**config.mk**
```make
export PLATFORM = sky130hd
export DESIGN_NAME = two_axis_tracking_pid_offset_unit
export DESIGN_NICKNAME = d
export VERILOG_FILES = /design/src/design/tapo_pkg.sv /design/src/design/two_axis_tracking_pid_offset_unit.sv
export SDC_FILE = /design/constraint.sdc
export NUM_CORES = 2
export LEC_CHECK = 0
export ABC_AREA = 1
export CAP_MARGIN = 20
export CELL_PAD_IN_SITES_DETAIL_PLACEMENT = 0
export CELL_PAD_IN_SITES_GLOBAL_PLACEMENT = 1
export CORE_MARGIN = 4
export CORE_UTILIZATION = 53
export DETAILED_ROUTE_END_ITERATION = 10
export DONT_BUFFER_PORTS = 1
export PLACE_DENSITY_LB_ADDON = 0.25
export SETUP_SLACK_MARGIN = 0.02
export SLEW_MARGIN = 10
export SYNTH_ARGS = -nofsm -noshare
export SYNTH_HDL_FRONTEND = slang
export SYNTH_SLANG_ARGS = --single-unit
```
**constraint.sdc**
```tcl
create_clock -name clk -period 16.6 [get_ports clk]
set_clock_uncertainty 0.2 [all_clocks]
set_input_delay 0 -clock clk [delete_from_list [all_inputs] [get_ports clk]]
set_output_delay 0 -clock clk [all_outputs]
set_load 0.01 [all_outputs]
```
**src/design/tapo_pkg.sv**
```systemverilog
// Shared widths, register indexes, constants and state type for the
// two-axis tracking PID offset unit. No dependencies.
`default_nettype none

package tapo_pkg;

  localparam int CfgAddrW = 3;
  localparam int CfgDataW = 16;
  localparam int InDataW  = 48;
  localparam int InUserW  = 2;
  localparam int OffW     = 48;
  localparam int OutDataW = 2 * OffW;

  localparam int GainW  = 16;
  localparam int PixW   = 16;
  localparam int ErrW   = PixW + 1;
  localparam int IntegW = 8;
  localparam int DiffW  = ErrW + 1;
  localparam int ProdW  = DiffW + GainW + 1;
  localparam int PidW   = ProdW + 1;
  localparam int SmW    = 40;

  // divide-by-5 unit, radix 4: one quotient digit per cycle
  localparam int DivW       = 44;
  localparam int DivSteps   = DivW / 2;
  localparam int DivBiasExp = 41;
  localparam int CntW       = 5;
  localparam int MulLast    = 3;

  localparam logic [CfgAddrW-1:0] REG_KP_BASE = 3'd0;
  localparam logic [CfgAddrW-1:0] REG_KI_BASE = 3'd1;
  localparam logic [CfgAddrW-1:0] REG_KD_BASE = 3'd2;
  localparam logic [CfgAddrW-1:0] REG_KP_NEAR = 3'd3;
  localparam logic [CfgAddrW-1:0] REG_KD_NEAR = 3'd4;
  localparam logic [CfgAddrW-1:0] REG_KP_FAR  = 3'd5;
  localparam logic [CfgAddrW-1:0] REG_KI_FAR  = 3'd6;

  localparam logic [GainW-1:0] KP_BASE_RST = 16'd26214;
  localparam logic [GainW-1:0] KI_BASE_RST = 16'd0;
  localparam logic [GainW-1:0] KD_BASE_RST = 16'd3932;
  localparam logic [GainW-1:0] KP_NEAR_RST = 16'd6554;
  localparam logic [GainW-1:0] KD_NEAR_RST = 16'd2621;
  localparam logic [GainW-1:0] KP_FAR_RST  = 16'd14418;
  localparam logic [GainW-1:0] KI_FAR_RST  = 16'd524;

  localparam logic signed [ErrW-1:0] CENTRE_X = 17'sd80;
  localparam logic signed [ErrW-1:0] CENTRE_Y = 17'sd60;
  localparam logic [PixW-1:0] AREA_NEAR = 16'd5000;
  localparam logic [PixW-1:0] AREA_FAR  = 16'd500;
  localparam int IntegLimit = 100;

  // bias keeps the dividend non-negative; quotient comes back offset by 2^DivBiasExp
  localparam logic signed [DivW:0] DIV_BIAS   = $signed((DivW + 1)'(5) << DivBiasExp);
  localparam logic signed [DivW:0] DIV_OFFSET = $signed((DivW + 1)'(1) << DivBiasExp);

  typedef enum logic [6:0] {
    ST_IDLE = 7'b0000001,
    ST_LOAD = 7'b0000010,
    ST_MUL  = 7'b0000100,
    ST_PREP = 7'b0001000,
    ST_DIV  = 7'b0010000,
    ST_ACC  = 7'b0100000,
    ST_DONE = 7'b1000000
  } state_t;

endpackage

`default_nettype wire

```
**src/design/two_axis_tracking_pid_offset_unit.sv**
```systemverilog
// Measurement, per axis in turn: error/integral load, multiply steps, two radix-4
// divide-by-5 passes (filter, then step), accumulate; out_tvalid is raised from ST_DONE.
// The divider is shared by both axes; the next request is taken only in ST_IDLE.
// Lost target or zero-point request: result handed over through ST_DONE, skipping the loop.
// rst_n (synchronous) restores gain registers and clears all loop state and offsets.
`default_nettype none

module two_axis_tracking_pid_offset_unit (
  input  logic                          clk,
  input  logic                          rst_n,
  input  logic                          in_tvalid,
  output logic                          in_tready,
  input  logic [tapo_pkg::InDataW-1:0]  in_tdata,   // target_x, target_y, target_area
  input  logic [tapo_pkg::InUserW-1:0]  in_tuser,   // operation, detected
  output logic                          out_tvalid,
  input  logic                          out_tready,
  output logic [tapo_pkg::OutDataW-1:0] out_tdata,  // offset_x, offset_y
  input  logic                          cfg_wr_en,
  input  logic [tapo_pkg::CfgAddrW-1:0] cfg_addr,
  input  logic [tapo_pkg::CfgDataW-1:0] cfg_wdata
);
  import tapo_pkg::*;

  localparam logic signed [DiffW-1:0] ISUM_MAX = DiffW'(IntegLimit);
  localparam logic signed [DiffW-1:0] ISUM_MIN = -ISUM_MAX;
  localparam logic signed [OffW-1:0]  ACC_MAX  = {1'b0, {(OffW - 1){1'b1}}};
  localparam logic signed [OffW-1:0]  ACC_MIN  = {1'b1, {(OffW - 1){1'b0}}};

  state_t state_r;
  logic   axis_r, pass_r;
  logic [CntW-1:0] cnt_r;

  logic [GainW-1:0] kp_base_r, ki_base_r, kd_base_r, kp_near_r, kd_near_r, kp_far_r, ki_far_r;

  logic signed [IntegW-1:0] integ_x_r, integ_y_r;
  logic signed [ErrW-1:0]   last_x_r, last_y_r;
  logic signed [SmW-1:0]    sm_x_r, sm_y_r;
  logic signed [OffW-1:0]   acc_x_r, acc_y_r;

  logic [PixW-1:0] tx_r, ty_r;
  logic            near_r, far_r;

  logic signed [ErrW-1:0]   e_r;
  logic signed [IntegW-1:0] i_r;
  logic signed [DiffW-1:0]  d_r;
  logic signed [ProdW-1:0]  prod_r;
  logic signed [PidW-1:0]   p_r;
  logic        [DivW-1:0]   div_r;
  logic        [2:0]        rem_r;
  logic signed [SmW-1:0]    step_r;

  logic                    out_tvalid_r;
  logic [OutDataW-1:0]     out_data_r;

  // per-axis selection
  logic [PixW-1:0]          tgt;
  logic signed [ErrW-1:0]   centre, last_cur, err_c;
  logic signed [IntegW-1:0] integ_cur, integ_nxt;
  logic signed [DiffW-1:0]  isum, diff;
  logic signed [SmW-1:0]    sm_cur;
  logic signed [OffW-1:0]   acc_cur, acc_nxt;
  logic signed [OffW:0]     acc_sum;

  // multiplier
  logic [GainW-1:0]         kp_g, ki_g, kd_g, mul_b;
  logic signed [DiffW-1:0]  mul_a;
  logic signed [ProdW-1:0]  prod;

  // divider
  logic signed [DivW:0] sm_ext, p_ext, sm5, num_filt, num_step, quot_s;
  logic [4:0]           dig_t;
  logic [1:0]           qd;
  logic [2:0]           rem_nxt;
  logic [DivW-1:0]      div_nxt;

  logic in_accept;

  assign in_tready  = (state_r == ST_IDLE);
  assign in_accept  = in_tvalid && in_tready;
  assign out_tvalid = out_tvalid_r;
  assign out_tdata  = out_data_r;

  always_comb begin
    tgt       = axis_r ? ty_r : tx_r;
    centre    = axis_r ? CENTRE_Y : CENTRE_X;
    integ_cur = axis_r ? integ_y_r : integ_x_r;
    last_cur  = axis_r ? last_y_r : last_x_r;
    sm_cur    = axis_r ? sm_y_r : sm_x_r;
    acc_cur   = axis_r ? acc_y_r : acc_x_r;

    err_c = centre - $signed({tgt[PixW-1], tgt});
    isum  = DiffW'(integ_cur) + DiffW'(err_c);
    diff  = DiffW'(err_c) - DiffW'(last_cur);
    if (isum > ISUM_MAX) begin
      integ_nxt = IntegW'(ISUM_MAX);
    end else if (isum < ISUM_MIN) begin
      integ_nxt = IntegW'(ISUM_MIN);
    end else begin
      integ_nxt = isum[IntegW-1:0];
    end
  end

  // gain schedule by area class latched at accept
  always_comb begin
    kp_g = near_r ? kp_near_r : (far_r ? kp_far_r : kp_base_r);
    ki_g = far_r ? ki_far_r : ki_base_r;
    kd_g = near_r ? kd_near_r : kd_base_r;
    case (cnt_r[1:0])
      2'd0: begin
        mul_a = DiffW'(e_r);
        mul_b = kp_g;
      end
      2'd1: begin
        mul_a = DiffW'(i_r);
        mul_b = ki_g;
      end
      default: begin
        mul_a = d_r;
        mul_b = kd_g;
      end
    endcase
    prod = mul_a * $signed({1'b0, mul_b});
  end

  // dividends: filter (2s + 3p + 2) and step (floor((s + 5) / 2)), both biased
  always_comb begin
    sm_ext   = (DivW + 1)'(sm_cur);
    p_ext    = (DivW + 1)'(p_r);
    num_filt = (sm_ext <<< 1) + p_ext + (p_ext <<< 1) + (DivW + 1)'(2) + DIV_BIAS;
    sm5      = sm_ext + (DivW + 1)'(5);
    num_step = (sm5 >>> 1) + DIV_BIAS;
  end

  // one radix-4 long-division digit per cycle, remainder stays below 5
  always_comb begin
    dig_t = {rem_r, div_r[DivW-1 -: 2]};
    if (dig_t >= 5'd15) begin
      qd      = 2'd3;
      rem_nxt = 3'(dig_t - 5'd15);
    end else if (dig_t >= 5'd10) begin
      qd      = 2'd2;
      rem_nxt = 3'(dig_t - 5'd10);
    end else if (dig_t >= 5'd5) begin
      qd      = 2'd1;
      rem_nxt = 3'(dig_t - 5'd5);
    end else begin
      qd      = 2'd0;
      rem_nxt = dig_t[2:0];
    end
    div_nxt = {div_r[DivW-3:0], qd};
    quot_s  = $signed({1'b0, div_nxt}) - DIV_OFFSET;
  end

  always_comb begin
    if (axis_r) begin
      acc_sum = (OffW + 1)'(acc_cur) + (OffW + 1)'(step_r);
    end else begin
      acc_sum = (OffW + 1)'(acc_cur) - (OffW + 1)'(step_r);
    end
    if (acc_sum[OffW] != acc_sum[OffW-1]) begin
      acc_nxt = acc_sum[OffW] ? ACC_MIN : ACC_MAX;
    end else begin
      acc_nxt = acc_sum[OffW-1:0];
    end
  end

  always_ff @(posedge clk) begin
    if (!rst_n) begin
      state_r      <= ST_IDLE;
      axis_r       <= 1'b0;
      pass_r       <= 1'b0;
      cnt_r        <= '0;
      out_tvalid_r <= 1'b0;
      kp_base_r    <= KP_BASE_RST;
      ki_base_r    <= KI_BASE_RST;
      kd_base_r    <= KD_BASE_RST;
      kp_near_r    <= KP_NEAR_RST;
      kd_near_r    <= KD_NEAR_RST;
      kp_far_r     <= KP_FAR_RST;
      ki_far_r     <= KI_FAR_RST;
      integ_x_r    <= '0;
      integ_y_r    <= '0;
      last_x_r     <= '0;
      last_y_r     <= '0;
      sm_x_r       <= '0;
      sm_y_r       <= '0;
      acc_x_r      <= '0;
      acc_y_r      <= '0;
    end else begin
      if (cfg_wr_en) begin
        unique case (cfg_addr)
          REG_KP_BASE: kp_base_r <= cfg_wdata;
          REG_KI_BASE: ki_base_r <= cfg_wdata;
          REG_KD_BASE: kd_base_r <= cfg_wdata;
          REG_KP_NEAR: kp_near_r <= cfg_wdata;
          REG_KD_NEAR: kd_near_r <= cfg_wdata;
          REG_KP_FAR:  kp_far_r  <= cfg_wdata;
          REG_KI_FAR:  ki_far_r  <= cfg_wdata;
          default: ;
        endcase
      end

      // ST_DONE drives the valid itself when it hands over a new result
      if (out_tvalid_r && out_tready && state_r != ST_DONE) begin
        out_tvalid_r <= 1'b0;
      end

      unique case (state_r)
        ST_IDLE: begin
          if (in_accept) begin
            tx_r   <= in_tdata[PixW-1:0];
            ty_r   <= in_tdata[2*PixW-1:PixW];
            near_r <= in_tdata[3*PixW-1:2*PixW] > AREA_NEAR;
            far_r  <= in_tdata[3*PixW-1:2*PixW] < AREA_FAR;
            axis_r <= 1'b0;
            if (in_tuser[0] || !in_tuser[1]) begin
              // lost target clears the loop; zero-point request also clears offsets
              integ_x_r <= '0;
              integ_y_r <= '0;
              last_x_r  <= '0;
              last_y_r  <= '0;
              sm_x_r    <= '0;
              sm_y_r    <= '0;
              if (in_tuser[0]) begin
                acc_x_r <= '0;
                acc_y_r <= '0;
              end
              state_r <= ST_DONE;
            end else begin
              state_r <= ST_LOAD;
            end
          end
        end
        ST_LOAD: begin
          e_r    <= err_c;
          i_r    <= integ_nxt;
          d_r    <= diff;
          p_r    <= '0;
          cnt_r  <= '0;
          pass_r <= 1'b0;
          if (axis_r) begin
            integ_y_r <= integ_nxt;
            last_y_r  <= err_c;
          end else begin
            integ_x_r <= integ_nxt;
            last_x_r  <= err_c;
          end
          state_r <= ST_MUL;
        end
        ST_MUL: begin
          prod_r <= prod;
          if (cnt_r != '0) begin
            p_r <= p_r + PidW'(prod_r);
          end
          cnt_r <= cnt_r + 1'b1;
          if (cnt_r == CntW'(MulLast)) begin
            state_r <= ST_PREP;
          end
        end
        ST_PREP: begin
          div_r   <= pass_r ? num_step[DivW-1:0] : num_filt[DivW-1:0];
          rem_r   <= '0;
          cnt_r   <= '0;
          state_r <= ST_DIV;
        end
        ST_DIV: begin
          div_r <= div_nxt;
          rem_r <= rem_nxt;
          cnt_r <= cnt_r + 1'b1;
          if (cnt_r == CntW'(DivSteps - 1)) begin
            if (!pass_r) begin
              if (axis_r) begin
                sm_y_r <= quot_s[SmW-1:0];
              end else begin
                sm_x_r <= quot_s[SmW-1:0];
              end
              pass_r  <= 1'b1;
              state_r <= ST_PREP;
            end else begin
              step_r  <= quot_s[SmW-1:0];
              state_r <= ST_ACC;
            end
          end
        end
        ST_ACC: begin
          if (axis_r) begin
            acc_y_r <= acc_nxt;
            state_r <= ST_DONE;
          end else begin
            acc_x_r <= acc_nxt;
            axis_r  <= 1'b1;
            state_r <= ST_LOAD;
          end
        end
        ST_DONE: begin
          if (!out_tvalid_r || out_tready) begin
            out_tvalid_r <= 1'b1;
            out_data_r   <= {acc_y_r, acc_x_r};
            state_r      <= ST_IDLE;
          end
        end
        default: state_r <= ST_IDLE;
      endcase
    end
  end

endmodule

`default_nettype wire

```
## Yosys cells after proc, flatten, opt, wreduce, memory -nomap -nowiden

Index checks and enable logic that the tools add are counted.

| storage, ports and cells | value |
|---|---|
| logic and storage cells | 205 |
| flip-flop bits (word level) | 684 |
| input bits | 74 |
| output and inout port bits | 98 |

| operators by class | value |
|---|---|
| multiply operators | 1 |
| muxes and demuxes | 73 |
| reductions and logical operators | 42 |
| magnitude comparators | 7 |
| add/subtract/negate cells | 17 |
| equal/unequal tests | 32 |

Operator list:

| cell | count |
|---|---|
| $mux W48 | 8 |
| $mux W40 | 9 |
| $pmux W48 S2 | 2 |
| $pmux W40 S2 | 2 |
| $pmux W44 S2 | 1 |
| $mux W17 | 5 |
| $mux W16 | 5 |
| $pmux W36 S2 | 1 |
| $pmux W17 S2 | 2 |
| $mux W8 | 7 |
| $add A48 B40 Y49 | 1 |
| $mux W49 | 1 |
| $mux W7 | 7 |
| $pmux W7 S7 | 1 |
| $sub A48 B40 Y49 | 1 |
| $add A40 B44 Y44 const B | 1 |
| $add A43 B3 Y44 const B | 1 |
| $add A44 B44 Y44 const B | 1 |
| $mux W44 | 1 |
| $add A42 B37 Y43 | 1 |
| $add A41 B36 Y42 | 1 |
| $add A40 B4 Y41 const B | 1 |
| $sub A40 B1 Y40 const B | 1 |
| $add A36 B35 Y36 | 1 |
| 54 further kinds | 110 |

## Longest topological paths before layout

| logic depth | value |
|---|---|
| depth after elaboration | 9 |
| depth in mapped cells | 39 |
| gate-level depth less buffers | 35 |

## Worst setup path before layout

Ideal clock, no wire load.

| path | value |
|---|---|
| kind | reg2reg |
| start | register cnt_r[1] |
| end | register prod_r[32], data pin |
| buffers on the path | 2 |
| required time | 16.142 ns |
| arrival | 7.119 ns |
| setup time | 0.258 ns |
| cell stages (with the launch flop) | 32 |
| setup slack | 9.023 ns |
| clock period less this slack | 7.577 ns |
| cell sequence | dfxtp_1 > inv_1 > ha_1 > clkbuf_1 > nor2_1 > clkinv_1 > nand2_1 > a21oi_1 > inv_1 > o21ai_0 > clkbuf_1 > nor2_1 > inv_1 > fa_1 > inv_1 > fa_1 > inv_1 > fa_1 > fa_1 > fa_1 > fa_1 > inv_1 > ha_1 > nand2_1 > nor3_1 > nand3_1 > nand3_1 > nand3_1 > nand2_1 > nand3_1 > nand2_1 > xor2_1 |

| between the ends | value |
|---|---|
| word-level cells in the longest chain between the ends | 3 |
| elaborated cells on any way between the ends | 5 |
| classes of those cells | mul: 1; eq/ne: 1; mux: 2; reduce/logical: 1 |

RTL lines:

| element | RTL line | source |
|---|---|---|
| start, declared | two_axis_tracking_pid_offset_unit.sv:31 | `logic [CntW-1:0] cnt_r;` |
| start signal, assigned | two_axis_tracking_pid_offset_unit.sv:255 | `cnt_r <= cnt_r + 1'b1;` |
| start signal, assigned | two_axis_tracking_pid_offset_unit.sv:269 | `cnt_r <= cnt_r + 1'b1;` |
| $eq A2 B1 Y1 or $logic_not A2 Y1 (tied branches) | two_axis_tracking_pid_offset_unit.sv:108 | `case (cnt_r[1:0])` |
| $pmux W18 S2 or $pmux W16 S2 (tied branches) | two_axis_tracking_pid_offset_unit.sv:108 |  |
| $mul A18 B17 Y35 (*) | two_axis_tracking_pid_offset_unit.sv:122 | `prod = mul_a * $signed({1'b0, mul_b});` |
| net prod[32] | two_axis_tracking_pid_offset_unit.sv:67 | `logic signed [ProdW-1:0] prod;` |
| end signal, assigned | two_axis_tracking_pid_offset_unit.sv:251 | `prod_r <= prod;` |
| end, declared | two_axis_tracking_pid_offset_unit.sv:46 | `logic signed [ProdW-1:0] prod_r;` |

The timed path passes the listed nets; every way through them passes the cells marked *.
A chain may end at the register's enable or synchronous reset.

## Worst setup path in the final report

| path | value |
|---|---|
| start | register cnt_r[0] |
| end | register prod_r[32], data pin |

Same word-level chain as after synthesis.

==> run metrics <==
result of the run=finished clean; ys async rst share=0%; Logic pwr share=around 52%; sequential power share=26.8%; FILL cells=8816; CP startpoint kind=register; CP Class=register to register; fin util=59.0%; largest stage delay on the critical path=0.98 ns; ANT nets after route=0; CP most frequent cell=fa_1; share of cells above drive strength 1=4.11%; Tmin final=approximately 9.2 ns; Final Hold Vio Count=0; Rel. slew slack=26.6%; Syn-to-layout area delta=9.83%; worst-path fanout max=28; die area=0.102 sq mm; initial drt markers=around 3.8k; max_cap viols=0; Data arrival, critical path=9.36 ns; std cell rows=113; pin count of the biggest net entering global routing=345; Core ar.=approximately 0.095 sq mm; EDFF count, synth=331; Max VDD drop=0.000153 V; f_max=109 MHz; PortBufs=0; global route total overflow=0; via count=44.6k; Setup Viol. Count Final=0; Clk Latency, worst-skew pair=0.67 ns; DR DRC count=0; final setup margin=7.44 ns; type of the worst min-delay path=primary input to register; first-pass GRT wire length=around 250 mm; Pwr per Cell Area=149 mW/mm^2; Final Cycle Share=55.2%; Routed wire per std cell=20.0 microns; number of global-route vias before repair=42.7k; clock share of power=20.8%; Pint=0.00472 W; area share of the largest cell type after synthesis=19.4%; list of most frequent post-synthesis cells=1545 x nand2_1, 887 x inv_1, 712 x nor2_1; Unique masters post-synth=68; unrepaired setup endpoints after global routing=no; Post-CTS Resized=0; R2R Setup Slk=between 7 and 8 ns; htree depth=3; hold buffers post-CTS=between 100 and 150; yosys warns=0; most common cell in the synthesized netlist=nand2_1; Die Wd=319 microns; register area share after synthesis=33.2%; DR pass1 iterations=6; Setup WS pre-CTS=7.44 ns; cell taking the most area after synthesis=edfxtp_1; Syn Area/Cell=7.76 sq um; Fin Setup TNS=0 ns; CTS Root Cell=clkbuf_16; Initial Utilization=53.7%; syn nets=7283; Setup Fix Bufs, Post-CTS=0; CP Data Required Time=about 17 ns; Mapped Area=~0.051 sq mm; initial antenna violation count=3; All-Layer GR Usage=30.8%; P_sw=0.00365 W; vias per inst=5.59; Worst Setup End Kind=register; Area contributors post-synth=edfxtp_1 19%, dfxtp_1 14%, fa_1 13%; Slew @ Worst Pin=1.10 ns; Leak=~25 nW; FF+latch count, synth=684; Worst-path clk slew=0.06 ns; Routability Congestion=roughly 0.96; clock sinks=around 680; TritonCTS Buffers=77; Switching Share=43.6%; critical path's slowest cell=fa_1; IO Pins=172; CTS tree=done; net total in the final layout=7323; die height=319 microns; hpwl dp=121 mm; Longest Clk Path Bufs=3; Cells after Synth=between 6k and 7k; Top FF cell, synth=dfxtp_1; drt total wl=159 mm; final slew viol count=0
-- per-layer routing --
metal | share of wire (%) | track usage (%)
met5 | 0.010 | 0
met4 | 3.5 | 9.70
met3 | 6.2 | 3.69
met2 | 46 | 50.8
met1 | 44 | 42.6
-- cells by family after synthesis --
group,count (synthesis),synth area share (%)
AO/OA/AOI/OAI,1268,13.5
flip-flops,684,33.2
adder cells (fa/ha/maj),600,19.5
multiplexers,35,0.683
buffers and inverters,1124,8.55
XOR/XNOR,168,2.87
AND/OR/NAND/NOR,2730,21.7
-- final timing paths --
kind,startpoint,to,cells after the start
setup reg to reg,cnt_r[0],prod_r[32],25
hold reg to reg,sm_y_r[19],sm_y_r[19],2
setup / recovery,cnt_r[0],prod_r[32],25
hold / removal,cfg_wdata[15],kp_near_r[15],3
-- through the flow --
step                power [W]  cells  cell area, sq um  hold WS [ns]
floorplan             0.00551   6609             51300        -0.101
CTS                   0.00838   7973             56200      0.000489
global placement      0.00653   7698             52300        -0.101
global route          0.00907   7977             56300        0.0278
detailed placement    0.00658   7699             52300        -0.101
finish                0.00837   7978             56300        0.0404
-- cells in the final DEF (no fill, tap or decap), types with 11 or more instances in the layout --
cell	Yosys	routed
nand2_1	1545	1545
inv_1	887	887
nor2_1	712	706
a21oi_1	553	547
o21ai_0	504	504
dfxtp_1	353	352
fa_1	331	331
edfxtp_1	331	331
nand3_1	277	277
ha_1	269	269
dlygate4sd3_1	0	131
xor2_1	106	106
clkbuf_16	0	83
xnor2_1	62	62
nand4_1	49	49
buf_4	4	45
nor3_1	42	42
mux2i_1	35	35
a31oi_1	33	33
o21bai_1	30	30
nand2_2	25	25
o21a_1	19	19
o221ai_1	17	17
or2_2	17	17
nor4_1	19	17
clkbuf_1	155	17
a21o_1	16	16
o21ai_1	15	15
a21boi_0	15	15
clkinv_1	7	14
o211ai_1	13	13
o21ai_2	12	12
clkinv_2	0	11
-- sequential cells by signal, indices dropped and copies added (netlist names), 17 cells and up --
register and cells:
acc_x_r 48, acc_y_r 48, d_r 18, div_r 44, e_r 17, last_x_r 17, last_y_r 17, out_tdata 96
p_r 36, prod_r 35, sm_x_r 40, sm_y_r 40, step_r 40
-- worst max-delay path, delay by kind of cell, from the launching register on --
kind	cells	cell delay (ns)
fa+ha+maj	8	4.39
simple gates	11	2.35
buf+inv	4	1.03
flops	1	0.45
compound gates	1	0.40
xor+xnor	1	0.06
-- power groups by stage --
stage               combinational [W]  clock (W)  sequential (W)
floorplan                     0.00327          0         0.00224
finish                        0.00438    0.00174         0.00225
global placement              0.00426          0         0.00227
global route                  0.00497    0.00184         0.00226
detailed placement            0.00430          0         0.00228
CTS                           0.00436    0.00177         0.00224
-- final cells by class --
type	count	area, sq um	area share [%]
clock inverters	36	352	0.624
well taps	1265	1580	2.81
repair buffers	182	1780	3.15
flip-flops and latches	684	17000	30.2
diodes	1	2.50	0.00444
clock buffers	106	2220	3.95
multi-input cells	4801	30000	53.2
inverters	903	3390	6.02
No activity file was read; power rests on OpenSTA's default activity.
